<file path="src/sv/atd_pkg.sv">
`default_nettype none

package atd_pkg;

  localparam int SampleBits  = 12;
  localparam int CordicSteps = 16;
  localparam int MaxSteps    = 24;
  localparam int NumSteps    = (CordicSteps < MaxSteps) ? CordicSteps : MaxSteps;
  localparam int StepW       = $clog2(MaxSteps);

  localparam int AngleFrac = 16;
  localparam int AngleW    = 11;
  localparam int AngleMax  = 1800;

  // Horizontal magnitude squared, then scaled so that the root has 8 fraction bits.
  localparam int HsqW       = 2 * SampleBits;
  localparam int RadW       = HsqW + 16;
  localparam int RootW      = RadW / 2;
  localparam int SqrtCycles = (RootW + 1) / 2;
  localparam int SqrtCntW   = $clog2(SqrtCycles);
  localparam int PadW       = 4 * SqrtCycles;
  localparam int RemW       = 2 * SqrtCycles + 3;

  localparam int CordW = RootW + 3;
  localparam int AccW  = AngleFrac + 12;
  localparam int AtanW = 26;

  localparam logic [AtanW-1:0] AtanTab [MaxSteps] = '{
    26'd29491200, 26'd17409672, 26'd9198793, 26'd4669451, 26'd2343786, 26'd1173036,
    26'd586661,   26'd293348,   26'd146676,  26'd73339,   26'd36669,   26'd18335,
    26'd9167,     26'd4584,     26'd2292,    26'd1146,    26'd573,     26'd286,
    26'd143,      26'd72,       26'd36,      26'd18,      26'd9,       26'd4
  };

  localparam logic signed [AccW-1:0] AccQuarter = AccW'(900 * (2 ** AngleFrac));
  localparam logic signed [AccW-1:0] AccHalf    = AccW'(2 ** (AngleFrac - 1));

  localparam int  AddrW     = 3;
  localparam logic RegThresh = 1'b0;

  typedef logic signed [SampleBits-1:0] sample_t;
  typedef logic [AngleW-1:0]            angle_t;
  typedef logic [RadW-1:0]              rad_t;
  typedef logic [RootW-1:0]             root_t;

  localparam angle_t ThreshReset = angle_t'(300);

endpackage

`default_nettype wire

</file>
<file path="src/sv/atd_isqrt.sv">
`default_nettype none

module atd_isqrt (
  input  logic          clk_i,
  input  logic          rst_ni,
  input  logic          start_i,
  input  atd_pkg::rad_t radicand_i,
  output logic          done_o,
  output atd_pkg::root_t root_o
);
  import atd_pkg::*;

  logic                    busy_q;
  logic                    done_q;
  logic [SqrtCntW-1:0]     cnt_q;
  logic [PadW-1:0]         rad_q, rad_d;
  logic [RemW-1:0]         rem_q, rem_d;
  logic [2*SqrtCycles-1:0] root_q, root_d;

  // Two result bits per cycle, restoring digit by digit.
  always_comb begin
    logic [RemW-1:0] trial;
    rem_d  = rem_q;
    root_d = root_q;
    rad_d  = rad_q;
    trial  = '0;
    for (int k = 0; k < 2; k++) begin
      rem_d = {rem_d[RemW-3:0], rad_d[PadW-1 -: 2]};
      rad_d = {rad_d[PadW-3:0], 2'b00};
      trial = {1'b0, root_d, 2'b01};
      if (rem_d >= trial) begin
        rem_d  = rem_d - trial;
        root_d = {root_d[2*SqrtCycles-2:0], 1'b1};
      end else begin
        root_d = {root_d[2*SqrtCycles-2:0], 1'b0};
      end
    end
  end

  always_ff @(posedge clk_i or negedge rst_ni) begin
    if (!rst_ni) begin
      busy_q <= 1'b0;
      done_q <= 1'b0;
      cnt_q  <= '0;
    end else begin
      done_q <= 1'b0;
      if (start_i) begin
        busy_q <= 1'b1;
        cnt_q  <= '0;
      end else if (busy_q) begin
        cnt_q <= cnt_q + 1'b1;
        if (cnt_q == SqrtCntW'(SqrtCycles - 1)) begin
          busy_q <= 1'b0;
          done_q <= 1'b1;
        end
      end
    end
  end

  always_ff @(posedge clk_i) begin
    if (start_i) begin
      rad_q  <= PadW'(radicand_i);
      rem_q  <= '0;
      root_q <= '0;
    end else if (busy_q) begin
      rad_q  <= rad_d;
      rem_q  <= rem_d;
      root_q <= root_d;
    end
  end

  assign done_o = done_q;
  assign root_o = root_q[RootW-1:0];

endmodule

`default_nettype wire

</file>
<file path="src/sv/atd_cordic.sv">
`default_nettype none

module atd_cordic (
  input  logic             clk_i,
  input  logic             rst_ni,
  input  logic             start_i,
  input  atd_pkg::sample_t z_i,
  input  atd_pkg::root_t   r_i,
  output logic             done_o,
  output atd_pkg::angle_t  angle_o
);
  import atd_pkg::*;

  logic                    busy_q;
  logic                    done_q;
  logic [StepW-1:0]        cnt_q;
  logic signed [CordW-1:0] x_q, y_q;
  logic signed [AccW-1:0]  acc_q;

  logic signed [CordW-1:0] z_ext, r_ext, dx, dy;
  logic signed [AccW-1:0]  atan_s, acc_r;
  logic [AccW-AngleFrac-1:0] acc_int;

  assign z_ext  = {{(CordW-SampleBits-8){z_i[SampleBits-1]}}, z_i, 8'b0};
  assign r_ext  = {{(CordW-RootW){1'b0}}, r_i};
  assign dx     = y_q >>> cnt_q;
  assign dy     = x_q >>> cnt_q;
  assign atan_s = $signed({{(AccW-AtanW){1'b0}}, AtanTab[cnt_q]});

  always_ff @(posedge clk_i or negedge rst_ni) begin
    if (!rst_ni) begin
      busy_q <= 1'b0;
      done_q <= 1'b0;
      cnt_q  <= '0;
    end else begin
      done_q <= 1'b0;
      if (start_i) begin
        busy_q <= 1'b1;
        cnt_q  <= '0;
      end else if (busy_q) begin
        cnt_q <= cnt_q + 1'b1;
        if (cnt_q == StepW'(NumSteps - 1)) begin
          busy_q <= 1'b0;
          done_q <= 1'b1;
        end
      end
    end
  end

  // A vector below the horizontal plane is first turned by a quarter turn.
  always_ff @(posedge clk_i) begin
    if (start_i) begin
      if (z_i[SampleBits-1]) begin
        x_q   <= r_ext;
        y_q   <= -z_ext;
        acc_q <= AccQuarter;
      end else begin
        x_q   <= z_ext;
        y_q   <= r_ext;
        acc_q <= '0;
      end
    end else if (busy_q) begin
      if (!y_q[CordW-1]) begin
        x_q   <= x_q + dx;
        y_q   <= y_q - dy;
        acc_q <= acc_q + atan_s;
      end else begin
        x_q   <= x_q - dx;
        y_q   <= y_q + dy;
        acc_q <= acc_q - atan_s;
      end
    end
  end

  assign acc_r   = acc_q + AccHalf;
  assign acc_int = acc_r[AccW-1:AngleFrac];

  always_comb begin
    if (acc_r[AccW-1]) begin
      angle_o = '0;
    end else if (acc_int > (AccW-AngleFrac)'(AngleMax)) begin
      angle_o = angle_t'(AngleMax);
    end else begin
      angle_o = acc_int[AngleW-1:0];
    end
  end

  assign done_o = done_q;

endmodule

`default_nettype wire

</file>
<file path="src/sv/accel_tilt_detector.sv">
// An accepted valid sample passes through the square-root unit (two root bits a cycle),
// then the CORDIC unit (one step a cycle). A failed read or a zero vector skips both
// units and goes from the prepare state straight to the result state.
// The block works on one sample at a time; a new sample is taken while the last
// result still waits in the output register. Reset is asynchronous and active low;
// it clears the tilted flag and the control state and sets the threshold to 300.
`default_nettype none

module accel_tilt_detector (
  input  logic                     clk_i,
  input  logic                     rst_ni,
  input  logic                     in_valid_i,
  output logic                     in_ready_o,
  input  atd_pkg::sample_t         accel_x_i,
  input  atd_pkg::sample_t         accel_y_i,
  input  atd_pkg::sample_t         accel_z_i,
  input  logic                     read_ok_i,
  input  logic                     heater_on_i,
  output logic                     out_valid_o,
  input  logic                     out_ready_i,
  output logic                     angle_valid_o,
  output atd_pkg::angle_t          incline_o,
  output logic                     tilted_o,
  output logic                     stop_request_o,
  input  logic                     psel,
  input  logic                     penable,
  input  logic                     pwrite,
  input  logic [atd_pkg::AddrW-1:0] paddr,
  input  logic [31:0]              pwdata,
  output logic [31:0]              prdata,
  output logic                     pready
);
  import atd_pkg::*;

  localparam logic [2:0] StIdle   = 3'd0;
  localparam logic [2:0] StPrep   = 3'd1;
  localparam logic [2:0] StSqrt   = 3'd2;
  localparam logic [2:0] StCordic = 3'd3;
  localparam logic [2:0] StFin    = 3'd4;

  logic [2:0] state_q, state_d;
  sample_t    x_q, y_q, z_q;
  logic       heat_q, item_ok_q;
  angle_t     angle_q;
  angle_t     thresh_q;
  logic       tilted_q;

  logic       out_valid_q;
  logic       angle_valid_q, tilted_out_q, stop_q;
  angle_t     incline_q;

  logic                     accept, out_load, sqrt_start, sqrt_done, cordic_start, cordic_done;
  logic signed [HsqW-1:0]   xsq, ysq;
  logic [HsqW-1:0]          hsq;
  root_t                    root;
  angle_t                   cordic_angle;
  logic                     now_tilted;

  assign in_ready_o = (state_q == StIdle);
  assign accept     = in_valid_i && in_ready_o;
  assign out_load   = (state_q == StFin) && (!out_valid_q || out_ready_i);

  assign xsq = x_q * x_q;
  assign ysq = y_q * y_q;
  assign hsq = {1'b0, xsq[HsqW-2:0]} + {1'b0, ysq[HsqW-2:0]};

  assign sqrt_start   = (state_q == StPrep) && item_ok_q;
  assign cordic_start = (state_q == StSqrt) && sqrt_done;

  atd_isqrt u_isqrt (
    .clk_i      (clk_i),
    .rst_ni     (rst_ni),
    .start_i    (sqrt_start),
    .radicand_i ({hsq, 16'b0}),
    .done_o     (sqrt_done),
    .root_o     (root)
  );

  atd_cordic u_cordic (
    .clk_i   (clk_i),
    .rst_ni  (rst_ni),
    .start_i (cordic_start),
    .z_i     (z_q),
    .r_i     (root),
    .done_o  (cordic_done),
    .angle_o (cordic_angle)
  );

  always_comb begin
    state_d = state_q;
    unique case (state_q)
      StIdle:   if (accept) state_d = StPrep;
      StPrep:   state_d = item_ok_q ? StSqrt : StFin;
      StSqrt:   if (sqrt_done) state_d = StCordic;
      StCordic: if (cordic_done) state_d = StFin;
      StFin:    if (out_load) state_d = StIdle;
      default:  state_d = StIdle;
    endcase
  end

  assign now_tilted = (angle_q < thresh_q);

  always_ff @(posedge clk_i or negedge rst_ni) begin
    if (!rst_ni) begin
      state_q     <= StIdle;
      tilted_q    <= 1'b0;
      out_valid_q <= 1'b0;
      thresh_q    <= ThreshReset;
    end else begin
      state_q <= state_d;
      if (out_load) begin
        out_valid_q <= 1'b1;
        if (item_ok_q) begin
          tilted_q <= now_tilted;
        end
      end else if (out_ready_i) begin
        out_valid_q <= 1'b0;
      end
      if (psel && penable && pwrite && pready && (paddr[2] == RegThresh)) begin
        thresh_q <= pwdata[AngleW-1:0];
      end
    end
  end

  always_ff @(posedge clk_i) begin
    if (accept) begin
      x_q       <= accel_x_i;
      y_q       <= accel_y_i;
      z_q       <= accel_z_i;
      heat_q    <= heater_on_i;
      item_ok_q <= read_ok_i && ((accel_x_i != '0) || (accel_y_i != '0) || (accel_z_i != '0));
    end
    if ((state_q == StPrep) && !item_ok_q) begin
      angle_q <= '0;
    end else if ((state_q == StCordic) && cordic_done) begin
      angle_q <= cordic_angle;
    end
    if (out_load) begin
      angle_valid_q <= item_ok_q;
      incline_q     <= angle_q;
      tilted_out_q  <= item_ok_q ? now_tilted : tilted_q;
      stop_q        <= item_ok_q && now_tilted && !tilted_q && heat_q;
    end
  end

  assign out_valid_o    = out_valid_q;
  assign angle_valid_o  = angle_valid_q;
  assign incline_o      = incline_q;
  assign tilted_o       = tilted_out_q;
  assign stop_request_o = stop_q;

  assign pready = 1'b1;
  assign prdata = (paddr[2] == RegThresh) ? {{(32-AngleW){1'b0}}, thresh_q} : 32'd0;

endmodule

`default_nettype wire

</file>
<file path="config.mk">
export PLATFORM = sky130hd
export DESIGN_NAME = accel_tilt_detector
export DESIGN_NICKNAME = d
export VERILOG_FILES = /design/src/sv/atd_pkg.sv /design/src/sv/atd_isqrt.sv /design/src/sv/atd_cordic.sv /design/src/sv/accel_tilt_detector.sv
export SDC_FILE = /design/constraint.sdc
export NUM_CORES = 2
export LEC_CHECK = 0
export ABC_AREA = 1
export BUFFER_PORTS_ARGS = -buffer_cell sky130_fd_sc_hd__buf_2
export CAP_MARGIN = 30
export CORE_ASPECT_RATIO = 1.2
export CORE_MARGIN = 2
export CORE_UTILIZATION = 60
export CTS_BUF_LIST = sky130_fd_sc_hd__clkbuf_8
export DETAILED_ROUTE_END_ITERATION = 8
export PLACE_DENSITY = 0.78
export SYNTH_ARGS = -nofsm -noshare
export SYNTH_HDL_FRONTEND = slang
export SYNTH_SLANG_ARGS = --single-unit
</file>
<file path="constraint.sdc">
create_clock -name clk_i -period 7.9 [get_ports clk_i]
set_input_delay 0.395 -clock clk_i [delete_from_list [all_inputs] [get_ports clk_i]]
set_output_delay 0.395 -clock clk_i [all_outputs]
set_load 0.01 [all_outputs]
</file>
-- Word-level counts from Yosys, hierarchy flattened
Memory sizes are Yosys's and may differ from the RTL's.
Index checks and enable logic that the tools add are counted.
- register bits: 231
- bits in read-only memories: 832
- input bits: 80
- output and inout port bits: 49
- word-level logic and storage cells: 136
- memories: 1
- $add $sub $neg: 13
- multipliers: 2
- $lt $le $gt $ge: 5
- equal/unequal tests: 10
- shift-type cells: 2
- multiplexer cells: 48
- bitwise operators: 2
- reduce and logical (&&, ||, !) cells: 27
- memories (name ; words ; width ; rd ports ; clocked after memory_dff ; write ports ; RTL line ; source):
    (name not given) ; 32 ; 26 ; 1 ; 0 ; 0 ; atd_cordic.sv:28 ; assign atan_s = $signed({{(AccW-AtanW){1'b0}}, AtanTab[cnt_q]});
- operators by type and width (cell ; number):
    $mux W23 ; 7
    $mux W28 ; 3
    $mux W40 ; 2
    $mux W26 ; 3
    $add A23 B23 Y23 ; 2
    $ge A23 B22 Y1 ; 2
    $mul A12 B12 Y23 ; 2
    $sshr A23 B5 Y23 ; 2
    $sub A23 B23 Y23 ; 2
    $mux W21 ; 2
    $sub A21 B21 Y21 ; 2
    $reduce_bool A12 Y1 ; 3
    $mux W11 ; 3
    $add A28 B17 Y28 const B ; 1
    $add A28 B27 Y28 ; 1
    $sub A28 B27 Y28 ; 1
    $add A23 B23 Y24 ; 1
    $neg A20 Y23 ; 1
    $mux W20 ; 1
    $mux W1 ; 17
    $mux W3 ; 5
    $pmux W3 S5 ; 1
    $logic_and A1 B1 Y1 ; 13
    $gt A12 B11 Y1 const B ; 1
    20 further kinds ; 31

-- Longest topological paths before layout
- word-level depth: 8
- depth in mapped cells: 33
- gate-level depth less buffers: 33

-- Cells and area by module
Synthesis repeated with hierarchy kept, for this count alone.
- cells, all modules: 4681
- area total of the unflattened synthesis: 33099.2 µm²
- by module, submodules not included (module ; times used ; cells each ; area each (µm²) ; seq. area each (µm²)):
    accel_tilt_detector ; 1 ; 1851 ; 14710.4 ; 2187.1
    atd_cordic ; 1 ; 1960 ; 12100.4 ; 2397.3
    atd_isqrt ; 1 ; 870 ; 6288.5 ; 2172.1

-- Worst setup path after synthesis
OpenSTA, ideal clock, no wires.
- path type: reg-to-reg
- start point: reg y_q[2]
- end point: reg u_isqrt.rad_q[38], data pin
- library setup time: 152 ps
- arrival time: 6355 ps
- required time: 7748 ps
- path slack: 1393 ps
- cell stages (with the launch flop): 33
- path buffers: 1
- period minus slack after synthesis: 6507 ps
- path through: edfxtp_1 -> clkbuf_1 -> nand2_1 -> inv_1 -> fa_1 -> fa_1 -> inv_1 -> fa_1 -> inv_1 -> fa_1 -> inv_1 -> fa_1 -> inv_1 -> ha_1 -> nand2_1 -> nor3_1 -> nand2_1 -> o211ai_1 -> nand2_1 -> a31oi_1 -> a21boi_0 -> o21ai_0 -> nand2_1 -> nand2_1 -> nand2_1 -> nand3_1 -> nand2_1 -> ha_1 -> inv_1 -> nor4_1 -> nand3_1 -> a31o_2 -> a31oi_1
- cells in the longest elaborated chain, start to end: 3
- ends and longest elaborated chain (what ; RTL line ; source):
    from (decl) ; accel_tilt_detector.sv:42 ; sample_t x_q, y_q, z_q;
    from (signal assigned) ; accel_tilt_detector.sv:128 ; y_q <= accel_y_i;
    $mul A12 B12 Y23 ; accel_tilt_detector.sv:64 ; assign ysq = y_q * y_q;
    $add A23 B23 Y24 ; accel_tilt_detector.sv:65 ; assign hsq = {1'b0, xsq[HsqW-2:0]} + {1'b0, ysq[HsqW-2:0]};
    $mux W40 ; atd_isqrt.sv:61 ; if (start_i) begin
    to (signal assigned) ; atd_isqrt.sv:62 ; rad_q <= PadW'(radicand_i);
    to (signal assigned) ; atd_isqrt.sv:66 ; rad_q <= rad_d;
    to (decl) ; atd_isqrt.sv:16 ; logic [PadW-1:0] rad_q, rad_d;
Every way passes these cells.
A chain may end at the register's enable or synchronous reset.

-- Final worst setup path
- start point: reg y_q[8]
- end point: reg u_isqrt.rad_q[38], data pin
Same word-level chain as after synthesis.

==> flow_metrics.tcl <==
set metrics [dict create \
    cts.repair.resized 0 \
    die_w_um 209.9 \
    port_buffers 83 \
    setup_tns_ps 0 \
    hold_path_end "state_q[2]" \
    crit_top_cell "nand2_1" \
    hpwlAfterDp_mm 63.73 \
    min_path_cells 5 \
    drv_cap 0 \
    antenna_left 0 \
    crit_family "adder cells" \
    drtIter0Drc 1724 \
    clock_latency_ps 650 \
    synthArstFlopShare_pct 12.55 \
    nFillCells 4427 \
    routed_wl_mm 81.23 \
    slowest_delay_ps 660 \
    hold_viol 0 \
    final.min_clock_period_ps 7213 \
    vias_per_cell 5.590 \
    grt-ovfl-total 0 \
    row_count 90 \
    cts_buffers 42 \
    r2r-end "u_isqrt.rad_q[38]" \
    ctsHtreeMaxLevel 2 \
    floorplan.initialDensity_pct 60.78 \
    layout_common_cells "nand2_1 (884), inv_1 (798), a21oi_1 (276), ha_1 (275), nor2_1 (264)" \
    instances_no_fill 4899 \
    cts_tree "built" \
    syn_area_per_cell_um2 7.408 \
    worstPathArrival_ps 7680 \
    nets 4816 \
    yosys.area.top_type_share_pct 15.80 \
    grt_pass1_vias 27540 \
    slowest_stage "edfxtp_1" \
    grt_pass1_wl_mm 132.2 \
    outcome "completed" \
    synth_seq_cells 231 \
    ys_types 70 \
    die_y_um 251.1 \
    critPathBufInv 6 \
    worst_pin_slew_ps 918.4 \
    ir_drop_mv 0.1031 \
    fmax_mhz 138.6 \
    fin_crit_sh_pct 91.31 \
    dp_cells 4767 \
    avgRoutedWirePerCell_um 16.58 \
    synth_area_mm2 0.03053 \
    clock_sinks 231 \
    drc 0 \
    grt_max_degree 65 \
    slew_viol_final 0 \
    syn_to_final_growth_pct 7.628 \
    drive_gt1_share_pct 6.584 \
    layout_commonest_cell "nand2_1" \
    reg2reg_depth 31 \
    yosys_warnings 0 \
    yosysSeqAreaShare_pct 20.56 \
    antenna_found_initial 3 \
    cp_max_fo 13 \
    clk_transition_reported_paths_ps 70 \
    ios 129 \
    power.density_mw_per_mm2 81.00 \
    synth_top_area_cell "fa_1" \
    p_leak_nw 16.85 \
    end_kind "flop" \
    cts_buffer_depth 3 \
    startpoint_type "flop" \
    ys.flop_type "edfxtp_1" \
    reg2reg_slack_ps 690 \
    critical_path_class "reg2reg" \
    die-area_mm2 0.05271 \
    synth_edf_count 150 \
    num_vias 27390 \
    power_w 0.002661 \
    hp-class "in2reg" \
    setup_viol 0 \
    slew-limit-headroom_pct 38.71 \
    gr-usage-all-layers_pct 31.17 \
    skew_ps 35.11 \
    core_mm2 0.05022 \
    ys_top_cells_by_area "fa_1 (16%), edfxtp_1 (15%), ha_1 (11%)" \
    gp_congestion 1.002 \
    syn_inst 4121 \
    r2r_start "y_q[8]" \
    hold_path_startpoint "in_valid_i" \
    worst_ep_required_time_ps 8370 \
    cts_root_buffer "clkbuf_8" \
    drt_pass1_iterations 8 \
]
## power by group
group	internal, W	leakage [nW]	switching [W]
registers	0.00129	2.01	0.00000266
clock network	0.000686	0.511	0.000591
logic	0.0000418	14.3	0.0000503
total	0.00202	16.8	0.000644
## layout make-up
type                    instances  area [um2]  area share, %
diodes                          2       5.005        0.01523
clock buffers                  43       591.8          1.801
clock inverters                34       311.5         0.9482
inverters                     806        3033          9.231
multi-input cells            2970       20610          62.72
flip-flops and latches        231        6277          19.11
well taps                     644       805.8          2.452
repair buffers                169        1224          3.724
## worst min-delay path, delay by kind of cell
family / cells / cell delay, ps
buffers and inverters: 2 / 180
AOI/OAI and AO/OA: 2 / 180
and+or+nand+nor: 1 / 60
## what timing repair did
item	in CTS	in global routing
hold buffers	50	0
buffers inserted	0	3
setup endpoints to repair	0	1
endpoints found under the hold margin	74	0
## synth_stat cells (14+ instances only)
| cell type | count |
|---|---|
| nand4_1 | 42 |
| or2_2 | 15 |
| dfxtp_1 | 52 |
| clkbuf_1 | 68 |
| dfrtp_1 | 25 |
| xor2_1 | 105 |
| nor4_1 | 22 |
| nor3_1 | 27 |
| fa_1 | 241 |
| inv_1 | 788 |
| o21ai_1 | 36 |
| nand2_1 | 886 |
| a21oi_1 | 276 |
| o22ai_1 | 31 |
| buf_4 | 29 |
| nor2_1 | 264 |
| a31oi_1 | 19 |
| o211ai_1 | 28 |
| buf_2 | 20 |
| o21bai_1 | 15 |
| o21a_1 | 14 |
| o21ai_0 | 235 |
| nand3_1 | 205 |
| ha_1 | 275 |
| xnor2_1 | 68 |
| edfxtp_1 | 150 |
## state kept, by name, summed over array words and instances, names as in the netlist, 3 cells and up
register / cells
u_isqrt.cnt_q: 4
state_q: 3
incline_o: 11
thresh_q: 11
u_cordic.acc_q: 28
angle_q: 11
u_cordic.cnt_q: 5
u_cordic.x_q: 23
x_q: 12
u_isqrt.root_o: 20
y_q: 12
u_isqrt.rem_q: 21
u_cordic.y_q: 23
u_isqrt.rad_q: 24
z_q: 12
## stage by stage
step | setup slack (ps) | hold WS [ps] | utilization [%] | instance area [um2]
floorplan | 1393 | 99.41 | - | 30600
global placement | 779.0 | 454.5 | 62.43 | 31360
detailed placement | 732.7 | 455.0 | 62.57 | 31420
CTS | 712.2 | 174.0 | 65.36 | 32830
global route | -67.81 | 246.3 | 65.42 | 32860
finish | 686.8 | 215.8 | 65.42 | 32860
## worst max-delay path by stage
stage,endpoint,depth (start not counted),start
floorplan,u_isqrt.rad_q[38],32,y_q[2]
global placement,u_isqrt.rad_q[38],31,y_q[8]
detailed placement,u_isqrt.rad_q[38],31,y_q[5]
CTS,u_isqrt.rad_q[38],31,y_q[4]
global route,u_isqrt.rad_q[38],31,y_q[5]
finish,u_isqrt.rad_q[38],31,y_q[8]
## cell families after synthesis
group | synth area share, %
and+or+nand+nor | 21.53
DFF | 20.56
AOI/OAI and AO/OA | 13.48
muxes | 0.1312
adders and majority gates | 27.08
xor gates and xnor gates | 4.964
buffers and inverters | 12.23
other | 0.02460
## metal layers
metal | track usage (%) | wire length [um]
met2 | 57.26 | 41560
met4 | 19.94 | 5561
met1 | 34.46 | 30690
met5 | 0 | 13
met3 | 2.923 | 3402
(Power assumes the default switching activity.)
